### config.mk
export PLATFORM = sky130hd
export DESIGN_NAME = jpeg_marker_segment_parser_top
export DESIGN_NICKNAME = d
export VERILOG_FILES = /design/src/jmsp_pkg.sv /design/src/jmsp_front.sv /design/src/jmsp_queue.sv /design/src/jmsp_back.sv /design/src/jpeg_marker_segment_parser_top.sv
export SDC_FILE = /design/constraint.sdc
export NUM_CORES = 2
export LEC_CHECK = 0
export ABC_AREA = 1
export ABC_CLOCK_PERIOD_IN_PS = 6820
export BUFFER_PORTS_ARGS = -buffer_cell sky130_fd_sc_hd__buf_2
export CAP_MARGIN = 20
export CORE_MARGIN = 2
export CORE_UTILIZATION = 60
export DETAILED_ROUTE_END_ITERATION = 8
export GPL_TIMING_DRIVEN = 1
export PLACE_DENSITY = 0.77
export SYNTH_ARGS = -nofsm -noshare
export SYNTH_HDL_FRONTEND = slang
export SYNTH_HIERARCHICAL = 1
export SYNTH_SLANG_ARGS = --single-unit
### constraint.sdc
create_clock -name clock -period 6.82 [get_ports clock]
set_input_delay 0.341 -clock clock [delete_from_list [all_inputs] [get_ports clock]]
set_output_delay 0.341 -clock clock [all_outputs]
set_load 0.01 [all_outputs]
### src/jmsp_pkg.sv
`timescale 1ns / 1ps

package jmsp_pkg;

   localparam logic [1:0] KIND_SEGMENT    = 2'd0;
   localparam logic [1:0] KIND_NO_PREFIX  = 2'd1;
   localparam logic [1:0] KIND_BAD_LENGTH = 2'd2;

   localparam logic [7:0] MARK_PREFIX = 8'hFF;
   localparam logic [7:0] MARK_SOI    = 8'hD8;
   localparam logic [7:0] MARK_EOI    = 8'hD9;
   localparam logic [7:0] MARK_SOS    = 8'hDA;
   localparam logic [7:0] MARK_STUFF  = 8'h00;
   localparam logic [7:0] MARK_RST_LO = 8'hD0;
   localparam logic [7:0] MARK_RST_HI = 8'hD7;

   localparam logic REG_SCAN_TO_TAIL = 1'b0;
   localparam logic REG_TOTAL_LENGTH = 1'b1;

   localparam int QUEUE_DEPTH = 4;
   localparam int RSP_DATA_W  = 72;

   typedef struct packed {
      logic [1:0]  kind;
      logic [7:0]  code;
      logic [31:0] offset;
      logic [31:0] length;
   } jmsp_result_type;

   typedef struct packed {
      logic            two;
      jmsp_result_type first;
      jmsp_result_type second;
   } jmsp_entry_type;

endpackage

### src/jmsp_front.sv
`timescale 1ns / 1ps

module jmsp_front
   import jmsp_pkg::*;
#(
   parameter int OFFSET_BITS = 32
) (
   input  logic           clock,
   input  logic           reset,
   input  logic           csr_valid,
   input  logic           csr_index,
   input  logic [31:0]    csr_data,
   input  logic           in_valid,
   input  logic [7:0]     in_byte,
   input  logic           in_last,
   output logic           in_ready,
   input  logic           queue_full,
   output logic           push_valid,
   output jmsp_entry_type push_entry
);

   localparam int CW = ((OFFSET_BITS > 32) ? OFFSET_BITS : 32) + 1;

   typedef enum logic [3:0] {
      PH_PREFIX, PH_CODE, PH_LENH, PH_LENL, PH_SKIP, PH_SCAN,
      PH_SCANFF, PH_TAILSKIP, PH_TAILA, PH_TAILB, PH_HALT
   } phase_type;

   phase_type              phase_ff, phase_in;
   logic [OFFSET_BITS-1:0] pos_ff, pos_in;
   logic [OFFSET_BITS-1:0] seg_ff, seg_in;
   logic [7:0]             marker_ff, marker_in;
   logic [31:0]            skip_ff, skip_in;
   logic [7:0]             lenh_ff, lenh_in;
   logic                   end_ff, end_in;
   logic                   tail_mode_ff;
   logic [31:0]            total_ff;

   logic                   accept;
   logic [OFFSET_BITS-1:0] here, after, ff_pos, scan_len;
   logic [CW-1:0]          need, tot, tail_len;
   logic [31:0]            tail_len32;
   logic [15:0]            len16;

   logic                   tc_emit, tc_marker, tc_seg, tc_skip, tc_end;
   phase_type              tc_phase;
   jmsp_result_type        tc_res;

   logic                   have, two;
   jmsp_result_type        r0, r1;

   function automatic logic [31:0] to32(input logic [OFFSET_BITS-1:0] v);
      logic [OFFSET_BITS+31:0] ext;
      ext = {32'b0, v};
      return ext[31:0];
   endfunction

   assign in_ready = !queue_full;
   assign accept   = in_valid && !queue_full;

   assign here       = pos_ff;
   assign after      = pos_ff + OFFSET_BITS'(1);
   assign ff_pos     = pos_ff - OFFSET_BITS'(1);
   assign scan_len   = ff_pos - seg_ff;
   assign need       = CW'(after) + CW'(2);
   assign tot        = CW'(total_ff);
   assign tail_len   = (tot >= need) ? (tot - need) : '0;
   assign tail_len32 = tail_len[31:0];
   assign len16      = {lenh_ff, in_byte};

   // marker code decode
   always_comb begin
      tc_emit   = 1'b0;
      tc_marker = 1'b0;
      tc_seg    = 1'b0;
      tc_skip   = 1'b0;
      tc_end    = 1'b0;
      tc_phase  = PH_LENH;
      tc_res    = '{kind: KIND_SEGMENT, code: in_byte, offset: to32(after), length: '0};
      priority if (in_byte == MARK_SOI) begin
         tc_emit  = 1'b1;
         tc_phase = PH_PREFIX;
      end else if (in_byte == MARK_EOI) begin
         tc_emit  = 1'b1;
         tc_end   = 1'b1;
         tc_phase = PH_PREFIX;
      end else if (in_byte == MARK_SOS && tail_mode_ff) begin
         tc_emit       = 1'b1;
         tc_skip       = 1'b1;
         tc_res.length = tail_len32;
         tc_phase      = (tail_len32 == '0) ? PH_TAILA : PH_TAILSKIP;
      end else if (in_byte == MARK_SOS ||
                   (in_byte >= MARK_RST_LO && in_byte <= MARK_RST_HI)) begin
         tc_marker = 1'b1;
         tc_seg    = 1'b1;
         tc_phase  = PH_SCAN;
      end else begin
         tc_marker = 1'b1;
         tc_phase  = PH_LENH;
      end
   end

   always_comb begin
      phase_in  = phase_ff;
      seg_in    = seg_ff;
      marker_in = marker_ff;
      skip_in   = skip_ff;
      lenh_in   = lenh_ff;
      end_in    = end_ff;
      pos_in    = after;
      have      = 1'b0;
      two       = 1'b0;
      r0        = '0;
      r1        = '0;
      unique case (phase_ff)
         PH_PREFIX: begin
            if (in_byte == MARK_PREFIX) begin
               phase_in = PH_CODE;
            end else begin
               have     = !end_ff;
               r0       = '{kind: KIND_NO_PREFIX, code: in_byte, offset: to32(here),
                            length: '0};
               phase_in = PH_HALT;
            end
         end
         PH_CODE: begin
            have     = tc_emit;
            r0       = tc_res;
            phase_in = tc_phase;
            if (tc_marker) marker_in = in_byte;
            if (tc_seg) seg_in = after;
            if (tc_skip) skip_in = tail_len32;
            if (tc_end) end_in = 1'b1;
         end
         PH_LENH: begin
            lenh_in  = in_byte;
            phase_in = PH_LENL;
         end
         PH_LENL: begin
            have = 1'b1;
            if (len16 < 16'd2) begin
               r0       = '{kind: KIND_BAD_LENGTH, code: marker_ff, offset: to32(after),
                            length: 32'(len16)};
               phase_in = PH_HALT;
            end else begin
               r0       = '{kind: KIND_SEGMENT, code: marker_ff, offset: to32(after),
                            length: 32'(len16 - 16'd2)};
               skip_in  = 32'(len16 - 16'd2);
               phase_in = (len16 == 16'd2) ? PH_PREFIX : PH_SKIP;
            end
         end
         PH_SKIP: begin
            skip_in = skip_ff - 32'd1;
            if (skip_ff == 32'd1) phase_in = PH_PREFIX;
         end
         PH_SCAN: begin
            if (in_byte == MARK_PREFIX) phase_in = PH_SCANFF;
         end
         PH_SCANFF: begin
            if (in_byte == MARK_STUFF) begin
               phase_in = PH_SCAN;
            end else begin
               have     = 1'b1;
               two      = tc_emit;
               r0       = '{kind: KIND_SEGMENT, code: marker_ff, offset: to32(seg_ff),
                            length: to32(scan_len)};
               r1       = tc_res;
               phase_in = tc_phase;
               if (tc_marker) marker_in = in_byte;
               if (tc_seg) seg_in = after;
               if (tc_skip) skip_in = tail_len32;
               if (tc_end) end_in = 1'b1;
            end
         end
         PH_TAILSKIP: begin
            skip_in = skip_ff - 32'd1;
            if (skip_ff == 32'd1) phase_in = PH_TAILA;
         end
         PH_TAILA: begin
            phase_in = PH_TAILB;
         end
         PH_TAILB: begin
            have     = 1'b1;
            r0       = '{kind: KIND_SEGMENT, code: in_byte, offset: to32(after),
                         length: '0};
            phase_in = PH_PREFIX;
         end
         PH_HALT: begin
            phase_in = PH_HALT;
         end
         default: begin
            phase_in = PH_HALT;
         end
      endcase
      // last byte of a file returns the parse state to start
      if (in_last) begin
         phase_in  = PH_PREFIX;
         pos_in    = '0;
         seg_in    = '0;
         marker_in = '0;
         skip_in   = '0;
         lenh_in   = '0;
         end_in    = 1'b0;
      end
   end

   assign push_valid        = accept && have;
   assign push_entry.two    = two;
   assign push_entry.first  = r0;
   assign push_entry.second = r1;

   always_ff @(posedge clock) begin
      if (reset) begin
         phase_ff     <= PH_PREFIX;
         pos_ff       <= '0;
         seg_ff       <= '0;
         marker_ff    <= '0;
         skip_ff      <= '0;
         lenh_ff      <= '0;
         end_ff       <= 1'b0;
         tail_mode_ff <= 1'b0;
         total_ff     <= '0;
      end else begin
         if (csr_valid) begin
            unique case (csr_index)
               REG_SCAN_TO_TAIL: tail_mode_ff <= csr_data[0];
               REG_TOTAL_LENGTH: total_ff     <= csr_data;
               default: ;
            endcase
         end
         if (accept) begin
            phase_ff  <= phase_in;
            pos_ff    <= pos_in;
            seg_ff    <= seg_in;
            marker_ff <= marker_in;
            skip_ff   <= skip_in;
            lenh_ff   <= lenh_in;
            end_ff    <= end_in;
         end
      end
   end

endmodule

### src/jmsp_queue.sv
`timescale 1ns / 1ps

module jmsp_queue
   import jmsp_pkg::*;
(
   input  logic           clock,
   input  logic           reset,
   input  logic           push_valid,
   input  jmsp_entry_type push_entry,
   output logic           full,
   output logic           head_valid,
   output jmsp_entry_type head_entry,
   input  logic           pop
);

   localparam int CNT_W = $clog2(QUEUE_DEPTH + 1);

   jmsp_entry_type   slot_ff [QUEUE_DEPTH];
   jmsp_entry_type   slot_in [QUEUE_DEPTH];
   logic [CNT_W-1:0] cnt_ff, cnt_in, wr_cnt;

   assign full       = (cnt_ff == CNT_W'(QUEUE_DEPTH));
   assign head_valid = (cnt_ff != '0);
   assign head_entry = slot_ff[0];

   // shift queue: head always sits in slot zero
   always_comb begin
      slot_in = slot_ff;
      wr_cnt  = pop ? (cnt_ff - CNT_W'(1)) : cnt_ff;
      if (pop) begin
         for (int i = 0; i < QUEUE_DEPTH - 1; i++) begin
            slot_in[i] = slot_ff[i+1];
         end
      end
      if (push_valid) begin
         for (int i = 0; i < QUEUE_DEPTH; i++) begin
            if (wr_cnt == CNT_W'(i)) slot_in[i] = push_entry;
         end
      end
      cnt_in = wr_cnt + CNT_W'(push_valid);
   end

   always_ff @(posedge clock) begin
      if (reset) begin
         cnt_ff <= '0;
      end else begin
         cnt_ff <= cnt_in;
      end
   end

   always_ff @(posedge clock) begin
      slot_ff <= slot_in;
   end

endmodule

### src/jmsp_back.sv
`timescale 1ns / 1ps

module jmsp_back
   import jmsp_pkg::*;
(
   input  logic                  clock,
   input  logic                  reset,
   input  logic                  head_valid,
   input  jmsp_entry_type        head_entry,
   output logic                  pop,
   output logic                  rsp_tvalid,
   input  logic                  rsp_tready,
   output logic [RSP_DATA_W-1:0] rsp_tdata,
   output logic [1:0]            rsp_tuser,
   output logic                  rsp_tlast
);

   logic            valid_ff;
   logic            half_ff;
   logic            last_ff;
   jmsp_result_type res_ff;
   logic            load;

   assign load = !valid_ff || rsp_tready;
   assign pop  = load && head_valid && (!head_entry.two || half_ff);

   always_ff @(posedge clock) begin
      if (reset) begin
         valid_ff <= 1'b0;
         half_ff  <= 1'b0;
      end else if (load) begin
         valid_ff <= head_valid;
         if (head_valid) begin
            // two-result entries go out first half, then second
            if (head_entry.two && !half_ff) begin
               res_ff  <= head_entry.first;
               last_ff <= 1'b0;
               half_ff <= 1'b1;
            end else begin
               res_ff  <= head_entry.two ? head_entry.second : head_entry.first;
               last_ff <= 1'b1;
               half_ff <= 1'b0;
            end
         end
      end
   end

   assign rsp_tvalid = valid_ff;
   assign rsp_tdata  = {res_ff.length, res_ff.offset, res_ff.code};
   assign rsp_tuser  = res_ff.kind;
   assign rsp_tlast  = last_ff;

endmodule

### src/jpeg_marker_segment_parser_top.sv
`timescale 1ns / 1ps

// JPEG marker segment parser. File bytes arrive one per req transaction (tlast on
// the final byte of a file); for each segment a descriptor leaves on rsp with the
// marker code, payload offset and payload length, or an error in tuser. One byte
// is accepted every clock cycle while the four-entry result queue has room; a byte
// that closes an entropy-coded scan and is itself reported at once (SOI, EOI, or
// SOS in tail mode) yields two results, which leave on rsp one after the other. Set
// scan_to_tail and total_length over csr only while no byte is in flight.
module jpeg_marker_segment_parser_top
   import jmsp_pkg::*;
#(
   parameter int OFFSET_BITS = 32
) (
   input  logic                  clock,
   input  logic                  reset,
   input  logic                  csr_valid,
   output logic                  csr_ready,
   input  logic                  csr_index,
   input  logic [31:0]           csr_data,
   input  logic                  req_tvalid,
   output logic                  req_tready,
   input  logic [7:0]            req_tdata,   // byte_value
   input  logic                  req_tlast,
   output logic                  rsp_tvalid,
   input  logic                  rsp_tready,
   output logic [RSP_DATA_W-1:0] rsp_tdata,   // marker_code, payload_offset, payload_length
   output logic [1:0]            rsp_tuser,   // kind
   output logic                  rsp_tlast
);

   logic           push_valid;
   jmsp_entry_type push_entry;
   logic           queue_full;
   logic           head_valid;
   jmsp_entry_type head_entry;
   logic           pop;

   assign csr_ready = 1'b1;

   jmsp_front #(
      .OFFSET_BITS(OFFSET_BITS)
   ) u_front (
      .clock      (clock),
      .reset      (reset),
      .csr_valid  (csr_valid),
      .csr_index  (csr_index),
      .csr_data   (csr_data),
      .in_valid   (req_tvalid),
      .in_byte    (req_tdata),
      .in_last    (req_tlast),
      .in_ready   (req_tready),
      .queue_full (queue_full),
      .push_valid (push_valid),
      .push_entry (push_entry)
   );

   jmsp_queue u_queue (
      .clock      (clock),
      .reset      (reset),
      .push_valid (push_valid),
      .push_entry (push_entry),
      .full       (queue_full),
      .head_valid (head_valid),
      .head_entry (head_entry),
      .pop        (pop)
   );

   jmsp_back u_back (
      .clock      (clock),
      .reset      (reset),
      .head_valid (head_valid),
      .head_entry (head_entry),
      .pop        (pop),
      .rsp_tvalid (rsp_tvalid),
      .rsp_tready (rsp_tready),
      .rsp_tdata  (rsp_tdata),
      .rsp_tuser  (rsp_tuser),
      .rsp_tlast  (rsp_tlast)
   );

endmodule

* Yosys cells after proc, flatten, opt, wreduce, memory -nomap -nowiden *
Index checks and enable logic that the tools add are counted.

storage, ports and cells
  bits in registers = 826
  input port bits = 47
  output and inout port bits = 78
  logic and storage cells = 200

cells by class
  add/subtract/negate cells = 9
  $lt $le $gt $ge = 4
  eq/ne operators = 24
  multiplexer cells = 74
  bitwise gates (word level) = 2
  reductions and logical operators = 34

operator list
  kind                   count
  $mux 149               4
  $mux 596               1
  $mux 447               1
  $mux 32                12
  $pmux 74 s5            1
  $mux 74                4
  $mux 72                2
  $pmux 32 s4            1
  $mux 73                1
  $pmux 32 s2            1
  $sub 32x1->32 const B  2
  $sub 32x32->32         2
  $mux 4                 11
  $mux 8                 5
  $pmux 4 s10            1
  $add 32x2->33 const B  1
  $ge 32x33->1           1
  $add 32x1->32 const B  1
  $eq 32x1->1 const B    1
  $eq 8x8->1 const B     4
  $logic_not 32->1       1
  $mux 1                 23
  $sub 16x2->17 const B  1
  $eq 16x2->1 const B    1
  32 further kinds       64

* Logic depth before layout (Yosys ltp) *
  depth after elaboration = 12
  depth in mapped cells = 40
  mapped depth without buffers = 40

* Hierarchy *
Netlist, hierarchy kept.

by module, submodules not included
  module                          instances  cells an instance  area an instance (µm²)  seq. area each (µm²)
  jmsp_queue                      1          3568               26436.6                 13482.9
  jmsp_front                      1          2491               14579.0                 3002.9
  jmsp_back                       1          337                3405.8                  2292.2
  jpeg_marker_segment_parser_top  1          2                  11.3                    0.0

* Worst setup path before layout *
OpenSTA, ideal clock, no wires.

  kind = register to register
  start point = register u_front.phase_ff[1]
  end point = register u_queue/slot_ff[0] in the netlist's numbering (enable)
  library setup time = 0.526 ns
  data arrival time = 5.576 ns
  required time = 6.294 ns
  path slack = 0.718 ns
  cell stages (with the launch flop) = 13
  buffers on the path = 1
  period minus slack after synthesis = 6.102 ns
  path through = dfxtp_1 -> inv_1 -> nor2_1 -> inv_1 -> nor2_1 -> clkinv_1 -> nor2_1 -> o41ai_1 -> inv_1 -> inv_1 -> a21oi_4 -> clkbuf_1 -> and2_1

between the ends
  cells in the longest elaborated chain, start to end = 5
  elaborated cells on any way between the ends = 9
  those cells by class = 4 x eq/ne; 1 x mux; 4 x reduce/logical

RTL lines
  item                                             line                                  RTL
  from (decl)                                      jmsp_front.sv:29                      phase_type phase_ff, phase_in;
  from (signal assigned)                           jmsp_front.sv:232                     phase_ff <= phase_in;
  $eq 4x4->1 / $eq 4x2->1 (equally long branches)  jmsp_front.sv:115                     unique case (phase_ff)
  $reduce_or 2->1 (no line)                        --
  $pmux 1 s4 (*)                                   jmsp_front.sv:115
  $logic_and 1x1->1 (*)                            jmsp_front.sv:207                     assign push_valid = accept && have;
  net push_valid                                   jpeg_marker_segment_parser_top.sv:32  logic push_valid;
  $reduce_and 2->1 (no line) (*)                   --
  to (signal assigned)                             jmsp_queue.sv:52                      slot_ff <= slot_in;
  to (decl)                                        jmsp_queue.sv:18                      jmsp_entry_type slot_ff [QUEUE_DEPTH];

The timed path passes the listed nets; every way through them passes the cells marked *.
A chain may end at the register's enable or synchronous reset.

* Worst setup path in the final report *
  start point = register u_front.pos_ff[1], in the netlist u_front/here[1]
  end point = register u_front.phase_ff[0]

between the ends
  cells in the longest elaborated chain, start to end = 12
  elaborated cells on any way between the ends = 13
  those cells by class = 3 x add/sub; 1 x order compare; 8 x mux; 1 x reduce/logical

RTL lines
  item                                                   line               RTL
  from (decl)                                            jmsp_front.sv:30   logic [OFFSET_BITS-1:0] pos_ff, pos_in;
  from (signal assigned)                                 jmsp_front.sv:233  pos_ff <= pos_in;
  $add 32x1->32 (*)                                      jmsp_front.sv:62   assign after = pos_ff + OFFSET_BITS'(1);
  $add 32x2->33 (*)                                      jmsp_front.sv:65   assign need = CW'(after) + CW'(2);
  $sub 32x32->32 / $ge 32x33->1 (equally long branches)  jmsp_front.sv:67   assign tail_len = (tot >= need) ? (tot - need) : '0;
  $mux 32 (*)                                            jmsp_front.sv:67
  $logic_not 32->1 (*)                                   jmsp_front.sv:91   tc_phase = (tail_len32 == '0) ? PH_TAILA : PH_TAILSKIP;
  $mux 4 (*)                                             jmsp_front.sv:91
  $mux 4 (*)                                             jmsp_front.sv:87   end else if (in_byte == MARK_SOS && tail_mode_ff) begin
  $mux 4 (*)                                             jmsp_front.sv:83   end else if (in_byte == MARK_EOI) begin
  $mux 4 (*)                                             jmsp_front.sv:80   priority if (in_byte == MARK_SOI) begin
  $mux 4                                                 jmsp_front.sv:160  if (in_byte == MARK_STUFF) begin
  $pmux 4 s10 (*)                                        jmsp_front.sv:115
  $mux 4 (*)                                             jmsp_front.sv:196  if (in_last) begin

Every way passes the cells marked *; elsewhere a longest branch is shown, timed or not.

==> results.yml <==
final_layout:
  num-fill-cells: 6536
  multi_input_area_sq_mm: 0.02109
  regArea_sq_mm: 0.01878
  layout.nets: 6334
  layout_common_cells: "2416 x nand2_1, 644 x nand3_1, 599 x dfxtp_1, 475 x inv_1, 439 x o21ai_0"
  drive_above_1_share_pct: 6.935
  final_common_cell: "nand2_1"
  syn_to_final_growth_pct: 6.846
logic_synthesis:
  ys.flop_type: "dfxtp_1"
  synth_cell_types: 64
  syn_inst: 6398
  ys_seq_elements: 826
  synth_top_area_share_pct: 27.12
  ys_seq_area_share_pct: 42.26
  avgSynthCellArea_sq_um: 6.945
  synth_edf_count: 224
  yosysWarnings: 6
  synth-async-reset-ratio_pct: 0
  synthTopCellsByArea: "dfxtp_1 27%, nand2_1 20%, edfxtp_1 15%, nand3_1 7.3%, o21ai_0 4.9%"
  yosys.area.top_type: "dfxtp_1"
  syn_area_sq_mm: 0.04443
clock_tree:
  clk_latency_ps: 670
  htreeDepth: 3
  cts_buffers: 88
  cts_tree: "built"
  cts.sinks: 826
  clk_pin_slew_ps: 60
  cts_setup_buffers: 0
  cts-root-buf: "clkbuf_16"
  clock_path_buffers: 3
detailed_routing:
  drtIter0Drc: 5505
  ant_nets: 0
  first_pass_iters: 6
  vias_per_cell: 5.783
  route.detailed.wl_per_inst_um: 19.39
  drc: 0
  drt_wl_total_um: 140600
  vias: 41930
worst_hold_path:
  hold_depth: 4
  hold_class: "input port to flip-flop"
power:
  total_power_w: 0.02162
  leakage_nw: 21.61
  pwr_density_cell_mw_per_mm2: 455.5
  peakVddDrop_v: 0.0007310
timing:
  fin_setup_tns_ps: 0
  fin_crit_ps: 6206
  fmax_mhz: 161.1
  slew_headroom_pct: 17.08
  rsz0062_at_grt: "false"
  finalCritPeriodShare_pct: 91.00
  fin_skew_ps: 40.56
  final_hold_viol_count: 0
  tightest_slew_ps: 1240
  finalSetupViolCount: 0
  slew_viol_final: 0
setup_path:
  crit_family: "simple AND/OR/NAND/NOR gates"
  cp_data_arrival_time_ps: 6790
  reg2regPathDepth: 40
  critPathBufInv: 2
  path_class: "flip-flop to flip-flop"
  cpMaxStageDelayCell: "dfxtp_1"
  crit_fanout: 19
  end_kind: "flip-flop"
  crit_cells: 40
  path_common_cell: "nand2_1"
  worstPathRequired_ps: 7400
  cpPeakStageDelay_ps: 420
  startpoint_type: "flip-flop"
global_route:
  track_usage_pct: 35.85
  grt_overflow: 0
  grt_max_degree: 205
  antenna_found_initial: 9
  grt_pass1_vias: 38200
  grt_pass1_wl_um: 218400
status:
  status: "finished clean"
floorplanning:
  start_util_pct: 60.80
  io_pins: 125
  die_area_sq_mm: 0.07625
  die_h_um: 276.1
  rows: 99
  die_x_um: 276.1
  core_sq_mm: 0.07308
placement:
  portBuffers: 123
  gp_congestion: 0.9851
  dpl.hpwl_um: 91350
flow_run:
  maxCapViolCount: 0
worst reg2reg max path: cells and delay by family (launching register included):
family / cells / cell delay [ps]
buf+inv: 2 / 440
simple gates: 32 / 4130
flops: 1 / 420
xor+xnor: 1 / 140
compound gates: 3 / 360
fa+ha+maj: 2 / 650
routing by layer:
layer	up-vias	share of wire, %	wire length, um	global-route usage [%]
li1	20120	-	-	-
met1	19330	42	59150	50.42
met2	2177	43	61050	54.57
met3	287	11	15060	7.200
met4	6	3.7	5262	13.37
met5	-	0.038	53	0
stage by stage:
stage | setup slack (ps) | utilization (%) | hold WS [ps] | area (sq um) | cells
final | 613.8 | 64.96 | 31.77 | 47470 | 7250
after global routing | 76.47 | 64.96 | 104.3 | 47470 | 7249
after CTS | 665.5 | 64.94 | 29.47 | 47460 | 7246
after detailed placement | 690.0 | 60.53 | 453.2 | 44240 | 7048
after global placement | 868.8 | 60.51 | 448.1 | 44220 | 7046
after floorplan | 717.9 | - | 410.1 | 44440 | 6399
synthesized netlist by cell type, types with 56 or more instances:
library cell  count
a21oi_1         222
buf_2           184
buf_4           168
clkbuf_1        148
dfxtp_1         602
edfxtp_1        224
ha_1             72
inv_1           476
nand2_1        2419
nand3_1         644
nor2_1          379
nor3_1           56
o21ai_0         439
report_power, final:
part	internal, W	leakage, nW	total [W]	switching, W
clock	0.00273	1.39	0.00478	0.00205
combinational	0.00244	13.2	0.00957	0.00713
sequential	0.00669	7.06	0.00728	0.000589
total	0.0119	21.6	0.0216	0.00977
state kept, by name, summed over array words and instances (netlist names), 2 cells and up:
register            cells
u_queue/slot_ff       447
u_queue/head_entry    149
u_back/rsp_tdata       72
u_front/here           32
u_front/seg_ff         32
u_front/skip_ff        32
u_front/total_ff       32
u_front/lenh_ff         8
u_front/marker_ff       8
u_front/phase_ff        4
u_queue/cnt_ff          3
u_back/rsp_tuser        2
repair_timing:
| action | 4_1_cts | 5_1_grt |
|---|---|---|
| endpoints found under the setup margin | 0 | 13 |
| hold endpoints to repair | 33 | 0 |
| hold buffers | 34 | 0 |
| resized for setup | 0 | 1 |
cells by family (layout without fill, tap and decap cells):
family	Yosys count	in the layout	share of synthesized area [%]
fa+ha+maj	74	74	2.118
flops	826	826	42.26
buf+inv	1004	892	10.46
xor+xnor	60	60	1.284
compound gates	809	809	10.15
simple gates	3623	3623	33.71
other cells	2	7	0.01690
worst paths after layout:
check / from / end / slack, ps
max reg2reg: u_front/here[1]$_SDFFE_PP0P_ / u_front/phase_ff[0]$_SDFFE_PP0P_ / 610
min reg2reg: u_front/marker_ff[5]$_SDFFE_PP0P_ / u_front/marker_ff[5]$_SDFFE_PP0P_ / 460
max: u_front/here[1]$_SDFFE_PP0P_ / u_front/phase_ff[0]$_SDFFE_PP0P_ / 610
min: rsp_tready / u_back/rsp_tvalid$_SDFFE_PP0P_ / 30
cell type report:
cell class | instances | area share, %
Inverter | 495 | 3.951
Timing Repair Buffer | 233 | 3.431
Sequential cell | 826 | 39.57
Multi-Input combinational cell | 4569 | 44.43
Clock inverter | 39 | 0.8829
Antenna cell | 4 | 0.02108
Clock buffer | 125 | 5.189
Tap cell | 959 | 2.527
No activity file was read; power rests on OpenSTA's default activity.
